--- src/design/sexpr_token_lexer_macros.svh ---
// Assertion macros shared by the lexer RTL.
`ifndef SEXPR_TOKEN_LEXER_MACROS_SVH
`define SEXPR_TOKEN_LEXER_MACROS_SVH

// Same-cycle implication, checked outside reset.
`define SXL_ASSERT_NOW(label, ante, cons, msg) \
  label: assert property (@(posedge clk) disable iff (rst) (ante) |-> (cons)) \
    else $error(msg);

// Next-cycle implication, checked outside reset.
`define SXL_ASSERT_NEXT(label, ante, cons, msg) \
  label: assert property (@(posedge clk) disable iff (rst) (ante) |=> (cons)) \
    else $error(msg);

`endif

--- src/design/sxl_pkg.sv ---
package sxl_pkg;

  // Field widths
  localparam int LINE_BITS   = 24;
  localparam int COLUMN_BITS = 16;
  localparam int OFFSET_BITS = 32;
  localparam int LEN_BITS    = 16;
  localparam int VALUE_BITS  = 31;
  localparam int KIND_BITS   = 4;
  localparam int KW_BITS     = 3;
  localparam int NUM_KW      = 5;

  // Output queue
  localparam int FIFO_DEPTH    = 4;
  localparam int FIFO_PTR_BITS = $clog2(FIFO_DEPTH);
  localparam int FIFO_CNT_BITS = $clog2(FIFO_DEPTH + 1);

  typedef enum logic [KIND_BITS-1:0] {
    KIND_LPAREN    = 4'd0,
    KIND_RPAREN    = 4'd1,
    KIND_LBRACK    = 4'd2,
    KIND_RBRACK    = 4'd3,
    KIND_LBRACE    = 4'd4,
    KIND_RBRACE    = 4'd5,
    KIND_QUOTE     = 4'd6,
    KIND_DQUOTE    = 4'd7,
    KIND_COLON     = 4'd8,
    KIND_BACKSLASH = 4'd9,
    KIND_IDENT     = 4'd10,
    KIND_INTEGER   = 4'd11,
    KIND_DONE      = 4'd12
  } kind_t;

  typedef enum logic [KW_BITS-1:0] {
    KW_NONE   = 3'd0,
    KW_PUB    = 3'd1,
    KW_DEF    = 3'd2,
    KW_VAR    = 3'd3,
    KW_PROC   = 3'd4,
    KW_RETURN = 3'd5
  } kw_t;

  // Keyword spelling, padded to eight bytes
  localparam logic [7:0] KW_TEXT [NUM_KW][8] = '{
    '{8'h70, 8'h75, 8'h62, 8'h00, 8'h00, 8'h00, 8'h00, 8'h00},  // pub
    '{8'h64, 8'h65, 8'h66, 8'h00, 8'h00, 8'h00, 8'h00, 8'h00},  // def
    '{8'h76, 8'h61, 8'h72, 8'h00, 8'h00, 8'h00, 8'h00, 8'h00},  // var
    '{8'h70, 8'h72, 8'h6f, 8'h63, 8'h00, 8'h00, 8'h00, 8'h00},  // proc
    '{8'h72, 8'h65, 8'h74, 8'h75, 8'h72, 8'h6e, 8'h00, 8'h00}   // return
  };
  localparam logic [LEN_BITS-1:0] KW_LEN [NUM_KW] = '{
    16'd3, 16'd3, 16'd3, 16'd4, 16'd6
  };

  localparam logic [VALUE_BITS-1:0] INT_MAX = '1;

  // One result word
  typedef struct packed {
    kind_t                   kind;
    kw_t                     kw;
    logic [VALUE_BITS-1:0]   value;
    logic                    sat;
    logic [LINE_BITS-1:0]    line;
    logic [COLUMN_BITS-1:0]  column;
    logic [OFFSET_BITS-1:0]  offset;
    logic [LEN_BITS-1:0]     length;
    logic                    last;
  } token_t;

  typedef struct packed {
    logic  hit;
    kind_t kind;
  } single_t;

  function automatic logic is_ws(input logic [7:0] c);
    return (c == 8'd32) || ((c >= 8'd9) && (c <= 8'd13));
  endfunction

  // One-character token lookup
  function automatic single_t single_kind(input logic [7:0] c);
    single_t s;
    s.hit = 1'b1;
    case (c)
      8'h28:   s.kind = KIND_LPAREN;
      8'h29:   s.kind = KIND_RPAREN;
      8'h5b:   s.kind = KIND_LBRACK;
      8'h5d:   s.kind = KIND_RBRACK;
      8'h7b:   s.kind = KIND_LBRACE;
      8'h7d:   s.kind = KIND_RBRACE;
      8'h27:   s.kind = KIND_QUOTE;
      8'h22:   s.kind = KIND_DQUOTE;
      8'h3a:   s.kind = KIND_COLON;
      8'h5c:   s.kind = KIND_BACKSLASH;
      default: begin
        s.hit  = 1'b0;
        s.kind = KIND_IDENT;
      end
    endcase
    return s;
  endfunction

  // Narrow the keyword candidates by one character at position pos
  function automatic logic [NUM_KW-1:0] mask_step(input logic [NUM_KW-1:0] mask,
                                                   input logic [LEN_BITS-1:0] pos,
                                                   input logic [7:0] c);
    logic [NUM_KW-1:0] r;
    r = '0;
    for (int i = 0; i < NUM_KW; i++) begin
      if (mask[i] && (pos < KW_LEN[i]) && (KW_TEXT[i][pos[2:0]] == c)) begin
        r[i] = 1'b1;
      end
    end
    return r;
  endfunction

endpackage

--- src/design/sexpr_token_lexer.sv ---
// A token word enters the output queue when the byte that completes it is accepted.
// One byte per cycle; a byte that closes a word and also makes a token of its own
// (bracket, end of text) yields two words, drained one per cycle unless out_stall,
// from a four-word output queue that takes a byte while it holds two or fewer.
// Reset (rst, synchronous): queue empty, position at line 1, column 0, offset 0.
module sexpr_token_lexer (
  input  logic                             clk,
  input  logic                             rst,
  input  logic                             in_valid,
  output logic                             in_stall,
  input  logic [7:0]                       text_byte,
  input  logic                             end_of_text,
  output logic                             out_valid,
  input  logic                             out_stall,
  output logic [sxl_pkg::KIND_BITS-1:0]    token_kind,
  output logic [sxl_pkg::KW_BITS-1:0]      keyword_id,
  output logic [sxl_pkg::VALUE_BITS-1:0]   int_value,
  output logic                             int_saturated,
  output logic [sxl_pkg::LINE_BITS-1:0]    start_line,
  output logic [sxl_pkg::COLUMN_BITS-1:0]  start_column,
  output logic [sxl_pkg::OFFSET_BITS-1:0]  start_offset,
  output logic [sxl_pkg::LEN_BITS-1:0]     token_length,
  output logic                             last_of_run
);
  import sxl_pkg::*;
  `include "sexpr_token_lexer_macros.svh"

  // Lexer state
  logic                   in_word;
  logic                   word_is_number;
  logic                   digits_active;
  logic [VALUE_BITS-1:0]  number_accum;
  logic                   number_clamped;
  logic [NUM_KW-1:0]      keyword_match_mask;
  logic [LINE_BITS-1:0]   line_count;
  logic [COLUMN_BITS-1:0] column_count;
  logic [OFFSET_BITS-1:0] byte_offset;
  logic [LINE_BITS-1:0]   word_start_line;
  logic [COLUMN_BITS-1:0] word_start_column;
  logic [OFFSET_BITS-1:0] word_start_offset;
  logic [LEN_BITS-1:0]    word_length;

  logic                   in_word_next;
  logic                   word_is_number_next;
  logic                   digits_active_next;
  logic [VALUE_BITS-1:0]  number_accum_next;
  logic                   number_clamped_next;
  logic [NUM_KW-1:0]      keyword_match_mask_next;
  logic [LINE_BITS-1:0]   line_count_next;
  logic [COLUMN_BITS-1:0] column_count_next;
  logic [OFFSET_BITS-1:0] byte_offset_next;
  logic [LINE_BITS-1:0]   word_start_line_next;
  logic [COLUMN_BITS-1:0] word_start_column_next;
  logic [OFFSET_BITS-1:0] word_start_offset_next;
  logic [LEN_BITS-1:0]    word_length_next;

  // Output queue
  token_t                   fifo_mem [FIFO_DEPTH];
  logic [FIFO_PTR_BITS-1:0] rd_ptr;
  logic [FIFO_PTR_BITS-1:0] wr_ptr;
  logic [FIFO_CNT_BITS-1:0] fifo_count;

  logic       in_acc;
  logic       out_acc;
  logic [1:0] push_n;
  token_t     tok_a;
  token_t     tok_b;
  token_t     head;

  // Per-byte decode
  logic       ws;
  logic       digit;
  single_t    sk;
  logic       flush_en;
  logic       second_en;
  token_t     word_tok;
  token_t     second_tok;
  logic [VALUE_BITS+3:0] accum_x10;

  assign in_stall  = (fifo_count > FIFO_CNT_BITS'(FIFO_DEPTH - 2));
  assign in_acc    = in_valid && !in_stall;
  assign out_valid = (fifo_count != '0);
  assign out_acc   = out_valid && !out_stall;

  assign ws    = is_ws(text_byte);
  assign digit = (text_byte >= 8'h30) && (text_byte <= 8'h39);
  assign sk    = single_kind(text_byte);

  // Pending word ends on whitespace, a bracket or end of text
  assign flush_en  = in_word && (end_of_text || ws ||
                     (sk.hit && (sk.kind <= KIND_RBRACE)));
  // Own token: done, or a one-character token outside a word or a bracket ending one
  assign second_en = end_of_text || (sk.hit && (!in_word || flush_en));

  assign accum_x10 = {1'b0, number_accum, 3'b000} + {3'b000, number_accum, 1'b0} +
                     {31'd0, text_byte[3:0] & {4{digit}}};

  // Word token from the pending word
  always_comb begin
    logic found;
    found            = 1'b0;
    word_tok         = '0;
    word_tok.line    = word_start_line;
    word_tok.column  = word_start_column;
    word_tok.offset  = word_start_offset;
    word_tok.length  = word_length;
    word_tok.last    = !second_en;
    word_tok.kw      = KW_NONE;
    if (word_is_number) begin
      word_tok.kind  = KIND_INTEGER;
      word_tok.value = number_accum;
      word_tok.sat   = number_clamped;
    end else begin
      word_tok.kind  = KIND_IDENT;
      for (int i = 0; i < NUM_KW; i++) begin
        if (!found && keyword_match_mask[i] && (word_length == KW_LEN[i])) begin
          found       = 1'b1;
          word_tok.kw = kw_t'(KW_BITS'(i + 1));
        end
      end
    end
  end

  // Done token or one-character token
  always_comb begin
    second_tok        = '0;
    second_tok.kw     = KW_NONE;
    second_tok.line   = line_count;
    second_tok.column = column_count;
    second_tok.offset = byte_offset;
    second_tok.last   = 1'b1;
    if (end_of_text) begin
      second_tok.kind   = KIND_DONE;
      second_tok.length = '0;
    end else begin
      second_tok.kind   = sk.kind;
      second_tok.length = LEN_BITS'(1);
    end
  end

  assign tok_a  = flush_en ? word_tok : second_tok;
  assign tok_b  = second_tok;
  assign push_n = in_acc ? ({1'b0, flush_en} + {1'b0, second_en}) : 2'd0;

  // Next state
  always_comb begin
    in_word_next            = in_word;
    word_is_number_next     = word_is_number;
    digits_active_next      = digits_active;
    number_accum_next       = number_accum;
    number_clamped_next     = number_clamped;
    keyword_match_mask_next = keyword_match_mask;
    word_start_line_next    = word_start_line;
    word_start_column_next  = word_start_column;
    word_start_offset_next  = word_start_offset;
    word_length_next        = word_length;
    line_count_next         = line_count;
    column_count_next       = column_count;
    byte_offset_next        = byte_offset;

    if (end_of_text) begin
      in_word_next            = 1'b0;
      word_is_number_next     = 1'b0;
      digits_active_next      = 1'b0;
      number_accum_next       = '0;
      number_clamped_next     = 1'b0;
      keyword_match_mask_next = '1;
      word_start_line_next    = LINE_BITS'(1);
      word_start_column_next  = '0;
      word_start_offset_next  = '0;
      word_length_next        = '0;
      line_count_next         = LINE_BITS'(1);
      column_count_next       = '0;
      byte_offset_next        = '0;
    end else begin
      if (flush_en) begin
        in_word_next = 1'b0;
      end else if (in_word) begin
        // extend the pending word
        if (digits_active && digit) begin
          if (accum_x10 > {4'd0, INT_MAX}) begin
            number_accum_next   = INT_MAX;
            number_clamped_next = 1'b1;
          end else begin
            number_accum_next   = accum_x10[VALUE_BITS-1:0];
          end
        end else begin
          digits_active_next = 1'b0;
        end
        keyword_match_mask_next = mask_step(keyword_match_mask, word_length, text_byte);
        if (word_length != '1) begin
          word_length_next = word_length + LEN_BITS'(1);
        end
      end else if (!ws && !sk.hit) begin
        // start a new word
        in_word_next            = 1'b1;
        word_is_number_next     = digit;
        digits_active_next      = digit;
        number_accum_next       = digit ? VALUE_BITS'(text_byte[3:0]) : '0;
        number_clamped_next     = 1'b0;
        keyword_match_mask_next = mask_step('1, '0, text_byte);
        word_length_next        = LEN_BITS'(1);
        word_start_line_next    = line_count;
        word_start_column_next  = column_count;
        word_start_offset_next  = byte_offset;
      end

      // position tracking, saturating
      if (byte_offset != '1) begin
        byte_offset_next = byte_offset + OFFSET_BITS'(1);
      end
      if (text_byte == 8'd10) begin
        if (line_count != '1) begin
          line_count_next = line_count + LINE_BITS'(1);
        end
        column_count_next = '0;
      end else if (column_count != '1) begin
        column_count_next = column_count + COLUMN_BITS'(1);
      end
    end
  end

  // State registers
  always_ff @(posedge clk) begin
    if (rst) begin
      in_word            <= 1'b0;
      word_is_number     <= 1'b0;
      digits_active      <= 1'b0;
      number_accum       <= '0;
      number_clamped     <= 1'b0;
      keyword_match_mask <= '1;
      line_count         <= LINE_BITS'(1);
      column_count       <= '0;
      byte_offset        <= '0;
      word_start_line    <= LINE_BITS'(1);
      word_start_column  <= '0;
      word_start_offset  <= '0;
      word_length        <= '0;
    end else if (in_acc) begin
      in_word            <= in_word_next;
      word_is_number     <= word_is_number_next;
      digits_active      <= digits_active_next;
      number_accum       <= number_accum_next;
      number_clamped     <= number_clamped_next;
      keyword_match_mask <= keyword_match_mask_next;
      line_count         <= line_count_next;
      column_count       <= column_count_next;
      byte_offset        <= byte_offset_next;
      word_start_line    <= word_start_line_next;
      word_start_column  <= word_start_column_next;
      word_start_offset  <= word_start_offset_next;
      word_length        <= word_length_next;
    end
  end

  // Queue storage: up to two words written per byte
  always_ff @(posedge clk) begin
    if (push_n != 2'd0) begin
      fifo_mem[wr_ptr] <= tok_a;
    end
    if (push_n == 2'd2) begin
      fifo_mem[wr_ptr + FIFO_PTR_BITS'(1)] <= tok_b;
    end
  end

  // Queue pointers
  always_ff @(posedge clk) begin
    if (rst) begin
      rd_ptr     <= '0;
      wr_ptr     <= '0;
      fifo_count <= '0;
    end else begin
      wr_ptr     <= wr_ptr + FIFO_PTR_BITS'(push_n);
      rd_ptr     <= rd_ptr + FIFO_PTR_BITS'(out_acc);
      fifo_count <= fifo_count + FIFO_CNT_BITS'(push_n) - FIFO_CNT_BITS'(out_acc);
    end
  end

  // Head word to the output ports
  assign head          = fifo_mem[rd_ptr];
  assign token_kind    = head.kind;
  assign keyword_id    = head.kw;
  assign int_value     = head.value;
  assign int_saturated = head.sat;
  assign start_line    = head.line;
  assign start_column  = head.column;
  assign start_offset  = head.offset;
  assign token_length  = head.length;
  assign last_of_run   = head.last;

  // Checks
  `SXL_ASSERT_NEXT(a_eot_resets_position, in_acc && end_of_text,
    (line_count == LINE_BITS'(1)) && (column_count == '0) && (byte_offset == '0),
    "position not cleared after end of text")
  `SXL_ASSERT_NOW(a_done_is_last, out_valid && (token_kind == KIND_DONE),
    last_of_run && (token_length == '0), "done word malformed")
  `SXL_ASSERT_NEXT(a_count_tracks, 1'b1,
    fifo_count == $past(fifo_count) + FIFO_CNT_BITS'($past(push_n))
                  - FIFO_CNT_BITS'($past(out_acc)),
    "queue count mismatch")
  `SXL_ASSERT_NOW(a_no_overflow, 1'b1,
    fifo_count <= FIFO_CNT_BITS'(FIFO_DEPTH), "queue overflow")

endmodule
--- config.mk ---
export PLATFORM = sky130hd
export DESIGN_NAME = sexpr_token_lexer
export DESIGN_NICKNAME = d
export VERILOG_FILES = /design/src/design/sxl_pkg.sv /design/src/design/sexpr_token_lexer.sv
export VERILOG_INCLUDE_DIRS = /design/src /design/src/design
export SDC_FILE = /design/constraint.sdc
export NUM_CORES = 2
export LEC_CHECK = 0
export ABC_AREA = 0
export BUFFER_PORTS_ARGS = -buffer_cell sky130_fd_sc_hd__buf_4
export CAP_MARGIN = 15
export CORE_MARGIN = 5
export CORE_UTILIZATION = 60
export DETAILED_ROUTE_END_ITERATION = 6
export HOLD_SLACK_MARGIN = 0.15
export PLACE_DENSITY = 0.78
export RECOVER_POWER = 50
export SLEW_MARGIN = 20
export SYNTH_ARGS = -nofsm -noshare
export SYNTH_HDL_FRONTEND = slang
export SYNTH_SLANG_ARGS = --single-unit
--- constraint.sdc ---
create_clock -name clk -period 15.7 [get_ports clk]
set_input_delay 1.57 -clock clk [delete_from_list [all_inputs] [get_ports clk]]
set_output_delay 1.57 -clock clk [all_outputs]
set_load 0.03 [all_outputs]
==> results.py <==
metrics = {
    "clock_tree": {
        "cts_made_buffers": 73,
        "cts_setup_buffers": 0,
        "root_buffer": "clkbuf_16",
        "cts_hold_buf": 0,
        "clk_pin_slew_ps": 60,
        "clockBufferDepth": 3,
        "cts.repair.resized": 0,
        "h-tree-depth": 3,
        "cts.sinks": 719,
        "cts_tree": "yes",
        "worstSkewPairLatency_ps": 620,
    },
    "sta": {
        "final_hold_viol_count": 0,
        "fin_hold_ws_ps": 457,
        "slew_viol_final": 764,
        "rsz0062_at_grt": "false",
        "fin_crit_sh_pct": 68.8,
        "finClkSkew_ps": 32.4,
        "finalSetupTns_ps": 0,
        "max_freq_ghz": 0.0926,
        "worst-slew-pin-transition_ps": 4530,
        "period_minus_slack_ps": 10800,
        "setup-violations-final": 0,
        "slew_headroom_pct": -202,
    },
    "synthesis": {
        "synthArstFlopShare_pct": 0,
        "synthCells": 2946,
        "yosysTopAreaCell": "edfxtp_1",
        "syn_area_sq_um": 33800,
        "ys_seq_elements": 719,
        "synth_compound_area_share_pct": 19.5,
        "ys_seq_area_share_pct": 51.7,
        "ys.flop_type": "dfxtp_1",
        "synth.distinct_cells": 84,
        "synth_top_family_by_area": "compound AO/OA/AOI/OAI gates",
        "synth_edf_count": 308,
        "synth_area_leaders": "edfxtp_1 27%, dfxtp_1 24%, a22o_1 12%",
        "yosys_warnings": 0,
        "synthAdderAreaFrac_pct": 2.95,
        "synth_xor_area_share_pct": 2.41,
        "synth_fp_nets": 3037,
        "synth_top_area_share_pct": 27.4,
        "yosys.area_share.simple_pct": 10.6,
        "synthMuxAreaShare_pct": 8.88,
        "post_synth.cell_area_avg_sq_um": 11.5,
    },
    "global_routing": {
        "antenna_found_initial": 5,
        "grt_util_all_layers_pct": 29.1,
        "grt_max_degree": 83,
        "grt_pass1_vias": 25300,
        "grt_pass1_wl_mm": 141,
        "grt_remaining_overflow": 0,
    },
    "routing": {
        "num_vias": 25400,
        "vias_per_cell": 6.81,
        "drt-total-wl_mm": 90.8,
        "antenna_left": 0,
        "drc_errors": 0,
        "drtPass1Iterations": 7,
        "drtIter0Drc": 2796,
        "post_drt_wl_per_cell_um": 24.4,
    },
    "power": {
        "irDropWorstVdd_v": 0.000118,
        "powerDensity_nw_per_um2": 132,
        "total_leakage_power_nw": 12.6,
        "power_mw": 4.86,
    },
    "cells_and_area": {
        "nets": 3000,
        "syn_to_final_growth_pct": 9.18,
        "seqCellArea_sq_um": 17500,
        "nFillCells": 4267,
        "mostFrequentLayoutCells": "457 x a22o_1, 410 x dfxtp_1, 308 x edfxtp_1",
        "layout-drive-gt1-share_pct": 10.4,
        "layout_commonest_cell": "a22o_1",
        "final_cell_area_sq_um": 36900,
        "multi_input_area_sq_um": 15000,
        "final_cells": 3726,
    },
    "critical_path": {
        "crit_type": "input pin to flop",
        "critPathBufInv": 4,
        "critPathRequiredTime_ps": 16110,
        "end_kind": "flop",
        "worstSetupStartpointType": "input pin",
        "cp_top_family": "buffers and inverters",
        "worst-path-max-fanout": 67,
        "arrival_ps": 11210,
        "critical_path.max_stage_delay_ps": 3200,
        "worstPathCellList": "clkbuf_1 -> nor2b_1 -> and4_1 -> a211oi_1 -> a21oi_1 -> o31ai_1 -> inv_1 -> ha_1 -> o21ai_0 -> or3_1 -> o21ai_4 -> clkbuf_1 -> inv_1 -> o21ai_0",
        "cp_slowest_cell": "clkbuf_1",
    },
    "place": {
        "placed_area_sq_um": 35000,
        "place_congestion": 0.920,
        "dp_hpwl_mm": 51.9,
        "dpl.cell_count": 3587,
        "place.port_buffers": 142,
    },
    "run_status": {
        "violations": "capacitance limit, slew limit",
        "outcome": "finished, violations left",
    },
    "floorplanning": {
        "core_area_sq_um": 56100,
        "ios": 143,
        "initial_utilization_pct": 60.3,
        "dieArea_sq_um": 61200,
        "rows": 87,
        "chipWidth_um": 247,
        "die_y_um": 247,
    },
    "flow_run": {
        "maxCapViolations": 17,
    },
    "hold_path": {
        "min_path_type": "flop to flop",
    },
}
-- cell type report --
class	count	share of cell area, %
tap	756	2.56
antenna	2	0.0136
clock buffer	100	5.59
timing repair buffer	178	2.22
clock inverter	34	1.06
sequential	719	47.4
multi-input combinational	1889	40.7
inverter	48	0.502
-- kinds of logic after synthesis --
kind of cell / Yosys count
simple gates: 709
mux: 140
buf+inv: 338
compound gates: 869
flops: 719
fa+ha+maj: 78
xor+xnor: 93
-- flip-flops by register name (all words and copies together), names as in the netlist, 2 cells and up --
register,cells
wr_ptr,2
word_length,16
word_start_column,16
number_accum,31
line_count,24
column_count,16
fifo_mem,512
fifo_count,3
byte_offset,32
word_start_line,24
rd_ptr,2
word_start_offset,32
keyword_match_mask,5
-- worst register-to-register path, stage by stage, from the launching register on --
cell and delay (ps):
dfxtp_1 670, o31ai_1 370, inv_1 570, ha_1 400
o21ai_0 210, or3_1 570, o21ai_4 190, clkbuf_1 3200
inv_1 1000, o21ai_0 520
-- worst paths after layout --
check / start / end / slack, ps / cells after the start
max: text_byte[2] / fifo_mem[0][47] / 4900 / 14
min: fifo_mem[1][121] / fifo_mem[1][121] / 460 / 2
max reg2reg: in_word / fifo_mem[0][47] / 7810 / 9
min reg2reg: fifo_mem[1][121] / fifo_mem[1][121] / 460 / 2
-- per-layer routing --
metal  part of all wire, %  vias to the layer above  wire [um]  global-route usage [%]
met4                   3.5                        6       3190                    11.6
met1                    39                    12700      35600                    38.2
li1                      -                    11200          -                       -
met2                    49                     1220      44400                    48.8
met5                 0.044                        -         40                       0
met3                   8.3                      225       7580                    4.89
-- power breakdown --
part	switching (mW)	leakage (nW)	internal (mW)
Combinational	0.660	5.31	0.311
Sequential	0.0892	6.11	2.02
Clock	0.735	1.20	1.04
Total	1.48	12.6	3.37
-- cells in the mapped netlist (9+ instances only) --
master and count:
a22o_1 457, dfxtp_1 411, edfxtp_1 308, nand2_1 236, clkbuf_1 205, a21oi_1 163
nor2_1 148, mux4_2 128, o21ai_0 88, ha_1 75, nand3b_1 72, xnor2_1 53
inv_1 45, buf_1 41, buf_2 40, xor2_1 40, nand3_1 38, nor3_1 35
or3_1 31, nand4_1 30, nor4_1 24, a21o_1 20, a221oi_1 20, and3_1 16
and4_1 16, a31oi_1 15, o211ai_1 15, nand2b_1 14, mux2i_1 12, and2_1 10
nor2b_1 10, o21ai_1 10, or2_2 9
-- per-stage QoR --
| stage | setup WS, ps | util, % |
|---|---|---|
| after floorplan | 9230 | - |
| after global placement | 8320 | 62.5 |
| after detailed placement | 8150 | 62.5 |
| after CTS | 8800 | 66.8 |
| after global routing | 4510 | 65.8 |
| final | 4900 | 65.8 |
Note: power is estimated with default switching activity, not from simulation.
